### src/design/lr_pkg.sv
// ----------------------------------------------------------------------------
// lr_pkg
// shared widths, defaults and controller/datapath interface types
// ----------------------------------------------------------------------------
package lr_pkg;

  localparam int SIDE_DEF  = 64;  // raster side in pixels
  localparam int COORD_W   = 6;   // coordinate field width
  localparam int COLOR_W   = 8;   // color component width
  localparam int REG_W     = 7;   // configuration register width
  localparam int CFG_IDX_W = 1;
  localparam int S_DATA_W  = 48;
  localparam int M_DATA_W  = 40;

  localparam logic [REG_W-1:0] RASTER_RST = REG_W'(64);

  typedef enum logic [CFG_IDX_W-1:0] {
    CFG_WIDTH  = 1'b0,
    CFG_HEIGHT = 1'b1
  } cfg_idx_e;

  // controller to datapath
  typedef struct packed {
    logic load;   // capture a line request
    logic setup;  // compute spans and directions
    logic step;   // advance one pixel
  } lr_cmd_t;

  // datapath to controller
  typedef struct packed {
    logic last;   // current pixel is the end point
  } lr_stat_t;

endpackage

### src/design/lr_ctrl.sv
// ----------------------------------------------------------------------------
// lr_ctrl
// sequencer: capture request, a setup state, then walk pixel by pixel
// ----------------------------------------------------------------------------
module lr_ctrl import lr_pkg::*; (
  input  logic     clk_i,
  input  logic     rst_ni,
  input  logic     s_tvalid_i,
  output logic     s_tready_o,
  output logic     m_tvalid_o,
  input  logic     m_tready_i,
  input  lr_stat_t stat_i,
  output lr_cmd_t  cmd_o
);

  typedef enum logic [1:0] {
    ST_IDLE,
    ST_SETUP,
    ST_WALK
  } state_e;

  state_e state_q, state_d;

  always_comb begin
    state_d     = state_q;
    cmd_o       = '0;
    s_tready_o  = 1'b0;
    m_tvalid_o  = 1'b0;
    unique case (state_q)
      ST_IDLE: begin
        s_tready_o = 1'b1;
        if (s_tvalid_i) begin
          cmd_o.load = 1'b1;
          state_d    = ST_SETUP;
        end
      end
      ST_SETUP: begin
        cmd_o.setup = 1'b1;
        state_d     = ST_WALK;
      end
      ST_WALK: begin
        m_tvalid_o = 1'b1;
        if (m_tready_i) begin
          cmd_o.step = 1'b1;
          if (stat_i.last) begin
            state_d = ST_IDLE;
          end
        end
      end
      default: state_d = ST_IDLE;
    endcase
  end

  always_ff @(posedge clk_i or negedge rst_ni) begin
    if (!rst_ni) begin
      state_q <= ST_IDLE;
    end else begin
      state_q <= state_d;
    end
  end

endmodule

### src/design/lr_datapath.sv
// ----------------------------------------------------------------------------
// lr_datapath
// endpoint registers, span setup, error accumulator and clip compare
// ----------------------------------------------------------------------------
module lr_datapath import lr_pkg::*; #(
  parameter int SIDE = SIDE_DEF
) (
  input  logic                 clk_i,
  input  logic                 rst_ni,
  input  lr_cmd_t              cmd_i,
  output lr_stat_t             stat_o,
  input  logic [COORD_W-1:0]   start_x_i,
  input  logic [COORD_W-1:0]   start_y_i,
  input  logic [COORD_W-1:0]   end_x_i,
  input  logic [COORD_W-1:0]   end_y_i,
  input  logic [COLOR_W-1:0]   red_i,
  input  logic [COLOR_W-1:0]   green_i,
  input  logic [COLOR_W-1:0]   blue_i,
  input  logic                 cfg_we_i,
  input  logic [CFG_IDX_W-1:0] cfg_idx_i,
  input  logic [REG_W-1:0]     cfg_data_i,
  output logic [COORD_W-1:0]   pixel_x_o,
  output logic [COORD_W-1:0]   pixel_y_o,
  output logic [COLOR_W-1:0]   red_o,
  output logic [COLOR_W-1:0]   green_o,
  output logic [COLOR_W-1:0]   blue_o,
  output logic                 inside_o
);

  localparam int CW = (SIDE > 1) ? $clog2(SIDE) : 1;
  localparam logic [CW-1:0] MAX_C = CW'(SIDE - 1);

  function automatic logic [CW-1:0] clamp(input logic [COORD_W-1:0] v);
    logic [CW-1:0] r;
    if (int'(v) >= SIDE) begin
      r = MAX_C;
    end else begin
      r = CW'(v);
    end
    return r;
  endfunction

  logic [REG_W-1:0]   width_q, height_q;
  logic [CW-1:0]      x_q, y_q, xe_q, ye_q;
  logic [COLOR_W-1:0] red_q, green_q, blue_q;
  logic [CW-1:0]      major_q, minor_q, cnt_q;
  logic [CW:0]        err_q;
  logic               x_nz_q, x_neg_q, y_nz_q, y_neg_q, major_x_q;

  // setup arithmetic
  logic [CW:0]   dx, dy;
  logic [CW-1:0] aw, ah;
  logic          maj_x;

  assign dx    = {1'b0, xe_q} - {1'b0, x_q};
  assign dy    = {1'b0, ye_q} - {1'b0, y_q};
  assign aw    = dx[CW] ? CW'(-dx) : dx[CW-1:0];
  assign ah    = dy[CW] ? CW'(-dy) : dy[CW-1:0];
  assign maj_x = aw > ah;

  // step arithmetic
  logic [CW:0]   err_sum;
  logic          diag, mv_x, mv_y;
  logic [CW-1:0] x_nxt, y_nxt;

  assign err_sum = err_q + {1'b0, minor_q};
  assign diag    = err_sum >= {1'b0, major_q};
  assign mv_x    = x_nz_q && (diag || major_x_q);
  assign mv_y    = y_nz_q && (diag || !major_x_q);
  assign x_nxt   = x_neg_q ? x_q - CW'(1) : x_q + CW'(1);
  assign y_nxt   = y_neg_q ? y_q - CW'(1) : y_q + CW'(1);

  always_ff @(posedge clk_i or negedge rst_ni) begin
    if (!rst_ni) begin
      width_q  <= RASTER_RST;
      height_q <= RASTER_RST;
    end else if (cfg_we_i) begin
      unique case (cfg_idx_e'(cfg_idx_i))
        CFG_WIDTH:  width_q  <= cfg_data_i;
        CFG_HEIGHT: height_q <= cfg_data_i;
        default: ;
      endcase
    end
  end

  always_ff @(posedge clk_i) begin
    if (cmd_i.load) begin
      x_q     <= clamp(start_x_i);
      y_q     <= clamp(start_y_i);
      xe_q    <= clamp(end_x_i);
      ye_q    <= clamp(end_y_i);
      red_q   <= red_i;
      green_q <= green_i;
      blue_q  <= blue_i;
    end else if (cmd_i.setup) begin
      x_nz_q    <= xe_q != x_q;
      x_neg_q   <= dx[CW];
      y_nz_q    <= ye_q != y_q;
      y_neg_q   <= dy[CW];
      major_x_q <= maj_x;
      major_q   <= maj_x ? aw : ah;
      minor_q   <= maj_x ? ah : aw;
      cnt_q     <= maj_x ? aw : ah;
      err_q     <= {1'b0, (maj_x ? aw : ah) >> 1};
    end else if (cmd_i.step) begin
      err_q <= diag ? err_sum - {1'b0, major_q} : err_sum;
      cnt_q <= cnt_q - CW'(1);
      if (mv_x) begin
        x_q <= x_nxt;
      end
      if (mv_y) begin
        y_q <= y_nxt;
      end
    end
  end

  assign stat_o.last = cnt_q == '0;
  assign pixel_x_o   = COORD_W'(x_q);
  assign pixel_y_o   = COORD_W'(y_q);
  assign red_o       = red_q;
  assign green_o     = green_q;
  assign blue_o      = blue_q;
  assign inside_o    = (REG_W'(x_q) < width_q) && (REG_W'(y_q) < height_q);

endmodule

### src/design/line_rasterizer_top.sv
// ----------------------------------------------------------------------------
// line_rasterizer_top
// all-octant bresenham line walker, one pixel write per step
// ----------------------------------------------------------------------------
// after a line request is taken the setup state follows; the first pixel is
//   offered in the walk state after it and goes out when the sink is ready
// each line passes the request, setup and walk states; the walk gives one pixel
//   per cycle while the sink is ready, major span + 1 pixels per line
// a new request is taken only once the last pixel of the line has gone out
// reset: asynchronous active low, raster width and height return to 64
module line_rasterizer_top import lr_pkg::*; #(
  parameter int SIDE = SIDE_DEF
) (
  input  logic                 clk_i,
  input  logic                 rst_ni,
  input  logic                 s_axis_tvalid,
  output logic                 s_axis_tready,
  // start_x, start_y, end_x, end_y, line_red, line_green, line_blue
  input  logic [S_DATA_W-1:0]  s_axis_tdata,
  output logic                 m_axis_tvalid,
  input  logic                 m_axis_tready,
  // pixel_x, pixel_y, pixel_red, pixel_green, pixel_blue, zero fill
  output logic [M_DATA_W-1:0]  m_axis_tdata,
  // inside_clip
  output logic                 m_axis_tuser,
  output logic                 m_axis_tlast,
  input  logic                 cfg_we_i,
  input  logic [CFG_IDX_W-1:0] cfg_idx_i,
  input  logic [REG_W-1:0]     cfg_data_i
);

  lr_cmd_t  cmd;
  lr_stat_t stat;

  logic [COORD_W-1:0] pixel_x, pixel_y;
  logic [COLOR_W-1:0] red, green, blue;

  lr_ctrl u_ctrl (
    .clk_i      (clk_i),
    .rst_ni     (rst_ni),
    .s_tvalid_i (s_axis_tvalid),
    .s_tready_o (s_axis_tready),
    .m_tvalid_o (m_axis_tvalid),
    .m_tready_i (m_axis_tready),
    .stat_i     (stat),
    .cmd_o      (cmd)
  );

  lr_datapath #(
    .SIDE (SIDE)
  ) u_datapath (
    .clk_i      (clk_i),
    .rst_ni     (rst_ni),
    .cmd_i      (cmd),
    .stat_o     (stat),
    .start_x_i  (s_axis_tdata[5:0]),
    .start_y_i  (s_axis_tdata[11:6]),
    .end_x_i    (s_axis_tdata[17:12]),
    .end_y_i    (s_axis_tdata[23:18]),
    .red_i      (s_axis_tdata[31:24]),
    .green_i    (s_axis_tdata[39:32]),
    .blue_i     (s_axis_tdata[47:40]),
    .cfg_we_i   (cfg_we_i),
    .cfg_idx_i  (cfg_idx_i),
    .cfg_data_i (cfg_data_i),
    .pixel_x_o  (pixel_x),
    .pixel_y_o  (pixel_y),
    .red_o      (red),
    .green_o    (green),
    .blue_o     (blue),
    .inside_o   (m_axis_tuser)
  );

  assign m_axis_tdata = {4'b0000, blue, green, red, pixel_y, pixel_x};
  assign m_axis_tlast = stat.last;

endmodule

### config.mk
export PLATFORM = sky130hd
export DESIGN_NAME = line_rasterizer_top
export DESIGN_NICKNAME = d
export VERILOG_FILES = /design/src/design/lr_pkg.sv /design/src/design/lr_ctrl.sv /design/src/design/lr_datapath.sv /design/src/design/line_rasterizer_top.sv
export SDC_FILE = /design/constraint.sdc
export NUM_CORES = 1
export LEC_CHECK = 0
export ABC_AREA = 1
export BUFFER_PORTS_ARGS = -buffer_cell sky130_fd_sc_hd__buf_4
export CELL_PAD_IN_SITES_DETAIL_PLACEMENT = 1
export CELL_PAD_IN_SITES_GLOBAL_PLACEMENT = 2
export CORE_UTILIZATION = 37
export DETAILED_ROUTE_END_ITERATION = 12
export GPL_TIMING_DRIVEN = 0
export MAX_ROUTING_LAYER = met4
export PLACE_DENSITY = 0.87
export SKIP_LAST_GASP = 1
export SYNTH_ARGS = -nofsm -noshare
export SYNTH_HDL_FRONTEND = slang
export SYNTH_SLANG_ARGS = --single-unit
### constraint.sdc
create_clock -name clk_i -period 9.4 [get_ports clk_i]
set_input_delay 1.88 -clock clk_i [delete_from_list [all_inputs] [get_ports clk_i]]
set_output_delay 1.88 -clock clk_i [all_outputs]
set_load 0.02 [all_outputs]
==> run_results.csv <==
group,metric,value,unit
run_status,run_status,"completed",
floorplan,initial_core_util,38.3,%
global_routing,grt_max_degree,46,
cts,clk-insertion-delay-late,0.36,ns
sta,timing.max_slew.rel_slack,29.5,%
sta,finalCritPeriodShare,41.9,%
drt,wl_met2,7440,microns
cts,clock_path_buffers,2,
sta,rsz0062_at_grt,"no",
worst_setup_path,setup.reg_to_reg.worst_slack,5.60,ns
cts,cts.htree.levels,3,
cts,cts_hold_repair.buffers,0,
sta,tightestPinTransition,1.05,ns
drt,routed_wl,14800,microns
worst_setup_path,setup.worst_path.end_class,"output pin",
yosys,synthesis.area_per_instance,9.20,sq um
worst_setup_path,rr_endpoint,"u_datapath.pixel_y_o[2]",
sta,final_hold_violation_count,0,
sta,layout_min_cycle_time,3.94,ns
sta,slew_violations,0,
global_routing,groute.usage.overall,20.0,%
floorplan,io_pins,105,
drt,antenna_left,0,
yosys,synth_enable_flop_cells,78,
drt,violation_count_after_the_first_detailed_route_iteration,174,
yosys,synth-seq-cells,94,
drt,detailedRoute.firstPassIterationCount,4,
cts,tritoncts,"done",
layout,layout-area-overhead-vs-synth,22.7,%
worst_setup_path,worst-r2r-cell-count,15,
sta,fmaxAchievable,254,MHz
place,gp_routability_congestion,0.833,
drt,dr.max_layer_used,"met4",
global_routing,grt_pass1_wl,24400,microns
cts,cts_buffers,9,
flow_run,max_cap_violations,0,
place,numPortBuffers,100,
sta,final.setup.tns,0,ns
yosys,yosysWarnings,0,
floorplan,overall_die_width,128,microns
worst_setup_path,crit_path_end,"m_axis_tuser",
place,place_ws,5.64,ns
worst_setup_path,worstPathArrival,2.06,ns
yosys,postSynthCellCount,637,
floorplan,die-height,128,microns
cts,clk_transition_reported_paths,0.07,ns
layout,layout-drive-gt1-share,22.4,%
yosys,ys_seq_area_share,46.8,%
cts,master_cell_of_the_clock_root_buffer,"sky130_fd_sc_hd__clkbuf_16",
worst_setup_path,worstSetupStartpointType,"flop",
sta,finalSetupViolCount,0,
cts,post_cts_resized,0,
place,post_detailed_placement_half_perimeter_wirelength,12000,microns
cts,cts.repair_timing.setup_buffer_count,0,
yosys,synth-async-reset-ratio,17.0,%
global_routing,grt.overflow.total,0,
floorplan,placementRows,45,
yosys,synth_cell_types,47,
drt,detail_route.vias_per_cell,4.84,
drt,detailed_route_via_count,4683,
drt,drc_errors,0,
global_routing,number_of_antenna_violations_at_the_first_check_in_global_routing,0,
worst_setup_path,crit_path_max_fanout,4,
worst_setup_path,worst-setup-path-type,"reg2out",
yosys,syn-cell-area,0.00586,sq mm
drt,post_drt_wl_per_cell,15.3,microns
floorplan,core_region_area,0.0153,sq mm
min_path,hold_path.class,"reg2reg",
layout,layout.filler_cells,1831,
worst_setup_path,timing.rr.start,"u_datapath.minor_q[0]",
sta,timing.final.ws_setup,5.46,ns
layout,antenna_cells,0,
sta,skew,0.00923,ns
yosys,predominant_post_synthesis_flop_cell,"sky130_fd_sc_hd__edfxtp_1",
worst_setup_path,crit_path_start,"u_datapath.pixel_y_o[2]",
worst_setup_path,worst-endpoint-required,7.52,ns
layout,finish.net_count,870,
drt,wl_met3,494,microns
drt,detail_route.wirelength.met1,6650,microns
global_routing,via_count_of_the_first_global_routing_pass,5066,
cts,clock_sinks,94,
floorplan,dieArea,0.0164,sq mm
-- cells in the mapped netlist (4+ instances only) --
library cell,instances,area share [%]
sky130_fd_sc_hd__nor2_1,18,1.2
sky130_fd_sc_hd__o21ai_0,33,2.8
sky130_fd_sc_hd__nand2_2,8,0.85
sky130_fd_sc_hd__dfrtp_1,14,6.0
sky130_fd_sc_hd__ha_1,52,11
sky130_fd_sc_hd__inv_1,99,6.3
sky130_fd_sc_hd__nand3_2,5,0.85
sky130_fd_sc_hd__nand4_1,10,1.1
sky130_fd_sc_hd__nand3b_1,6,0.77
sky130_fd_sc_hd__and2_1,4,0.43
sky130_fd_sc_hd__xnor2_1,6,0.90
sky130_fd_sc_hd__xor2_1,13,1.9
sky130_fd_sc_hd__fa_1,6,2.0
sky130_fd_sc_hd__a21oi_1,25,2.1
sky130_fd_sc_hd__o21ai_2,4,0.60
sky130_fd_sc_hd__nand3_1,48,4.1
sky130_fd_sc_hd__nand2_1,152,9.7
sky130_fd_sc_hd__inv_2,8,0.51
sky130_fd_sc_hd__edfxtp_1,78,40
sky130_fd_sc_hd__buf_4,6,0.77
-- cell usage in the layout, fill, tap and decap left out, types with 3 or more instances in the layout --
cell / netlist / layout
sky130_fd_sc_hd__a21oi_1: 25 / 25
sky130_fd_sc_hd__and2_1: 4 / 4
sky130_fd_sc_hd__buf_2: 3 / 3
sky130_fd_sc_hd__buf_4: 6 / 106
sky130_fd_sc_hd__clkbuf_1: 3 / 3
sky130_fd_sc_hd__clkbuf_16: 0 / 9
sky130_fd_sc_hd__clkinvlp_4: 0 / 3
sky130_fd_sc_hd__conb_1: 1 / 4
sky130_fd_sc_hd__dfrtp_1: 14 / 14
sky130_fd_sc_hd__edfxtp_1: 78 / 78
sky130_fd_sc_hd__fa_1: 6 / 6
sky130_fd_sc_hd__ha_1: 52 / 52
sky130_fd_sc_hd__inv_1: 99 / 99
sky130_fd_sc_hd__inv_2: 8 / 8
sky130_fd_sc_hd__inv_6: 0 / 3
sky130_fd_sc_hd__nand2_1: 152 / 152
sky130_fd_sc_hd__nand2_2: 8 / 8
sky130_fd_sc_hd__nand3_1: 48 / 48
sky130_fd_sc_hd__nand3_2: 5 / 5
sky130_fd_sc_hd__nand3b_1: 6 / 6
sky130_fd_sc_hd__nand4_1: 10 / 10
sky130_fd_sc_hd__nor2_1: 18 / 18
sky130_fd_sc_hd__o21ai_0: 33 / 33
sky130_fd_sc_hd__o21ai_2: 4 / 4
sky130_fd_sc_hd__or2_2: 3 / 3
sky130_fd_sc_hd__xnor2_1: 6 / 6
sky130_fd_sc_hd__xor2_1: 13 / 13
-- how the worst min path moves through the flow --
stage,to,start,depth (start not counted)
after floorplan,u_datapath.height_q[1],u_datapath.height_q[1],2
after global placement,u_datapath.width_q[5],u_datapath.width_q[5],2
after detailed placement,u_datapath.width_q[4],u_datapath.width_q[4],2
after CTS,u_datapath.width_q[4],u_datapath.width_q[4],2
after global routing,u_datapath.width_q[5],u_datapath.width_q[5],2
final,u_datapath.width_q[4],u_datapath.width_q[4],2
-- kinds of logic (layout without fill, tap and decap cells) --
| kind of cell | after synthesis | count (layout) | share of synthesized area, % |
|---|---|---|---|
| adders and majority gates | 58 | 58 | 13.1 |
| DFF | 94 | 94 | 46.8 |
| buffers and inverters | 122 | 238 | 8.28 |
| and+or+nand+nor | 265 | 265 | 20.9 |
| other | 1 | 4 | 0.0640 |
| AOI/OAI and AO/OA | 77 | 77 | 7.68 |
| xor gates and xnor gates | 20 | 20 | 3.12 |
-- sequential cells by signal (all words and copies together) (netlist names), 7 cells and up --
register	cells
u_datapath.blue_o	8
u_datapath.green_o	8
u_datapath.red_o	8
u_datapath.err_q	7
u_datapath.height_q	7
u_datapath.width_q	7
-- worst max-delay path, stage by stage, from the launching register on --
cell and delay [ns]:
sky130_fd_sc_hd__edfxtp_1 0.47, sky130_fd_sc_hd__ha_1 0.34, sky130_fd_sc_hd__a21oi_1 0.15, sky130_fd_sc_hd__nand2_1 0.08
sky130_fd_sc_hd__a21oi_1 0.16, sky130_fd_sc_hd__o21bai_1 0.08, sky130_fd_sc_hd__a21oi_1 0.13, sky130_fd_sc_hd__nor2_1 0.06
sky130_fd_sc_hd__nor2_1 0.09, sky130_fd_sc_hd__buf_4 0.14
-- layout make-up --
| type | count | area [sq um] | area share (%) |
|---|---|---|---|
| Multi-Input combinational cell | 424 | 2640 | 36.8 |
| Timing Repair Buffer | 100 | 751 | 10.4 |
| Buffer | 12 | 71.3 | 0.991 |
| Sequential cell | 94 | 2750 | 38.2 |
| Inverter | 110 | 414 | 5.76 |
| Clock buffer | 9 | 225 | 3.13 |
| Tap cell | 211 | 264 | 3.67 |
| Clock inverter | 7 | 78.8 | 1.10 |
-- metrics by stage --
| stage | hold WS (ns) | instances | util, % | area, sq um |
|---|---|---|---|---|
| after global routing | 0.531 | 967 | 47.0 | 7190 |
| after detailed placement | 0.482 | 951 | 45.0 | 6890 |
| after CTS | 0.499 | 967 | 47.0 | 7190 |
| after global placement | 0.474 | 951 | 45.0 | 6890 |
| after floorplan | 0.453 | 640 | - | 5870 |
| final | 0.492 | 967 | 47.0 | 7190 |
-- metal layers --
| layer | GRT usage (%) | up-vias |
|---|---|---|
| met2 | 34.8 | 92 |
| li1 | - | 2323 |
| met3 | 2.92 | 19 |
| met5 | - | - |
| met4 | 6.30 | 0 |
| met1 | 23.8 | 2249 |
Power is left out: the tool's default activity adds up to more than one toggle a clock period on the data nets, which glitch-free logic cannot reach.
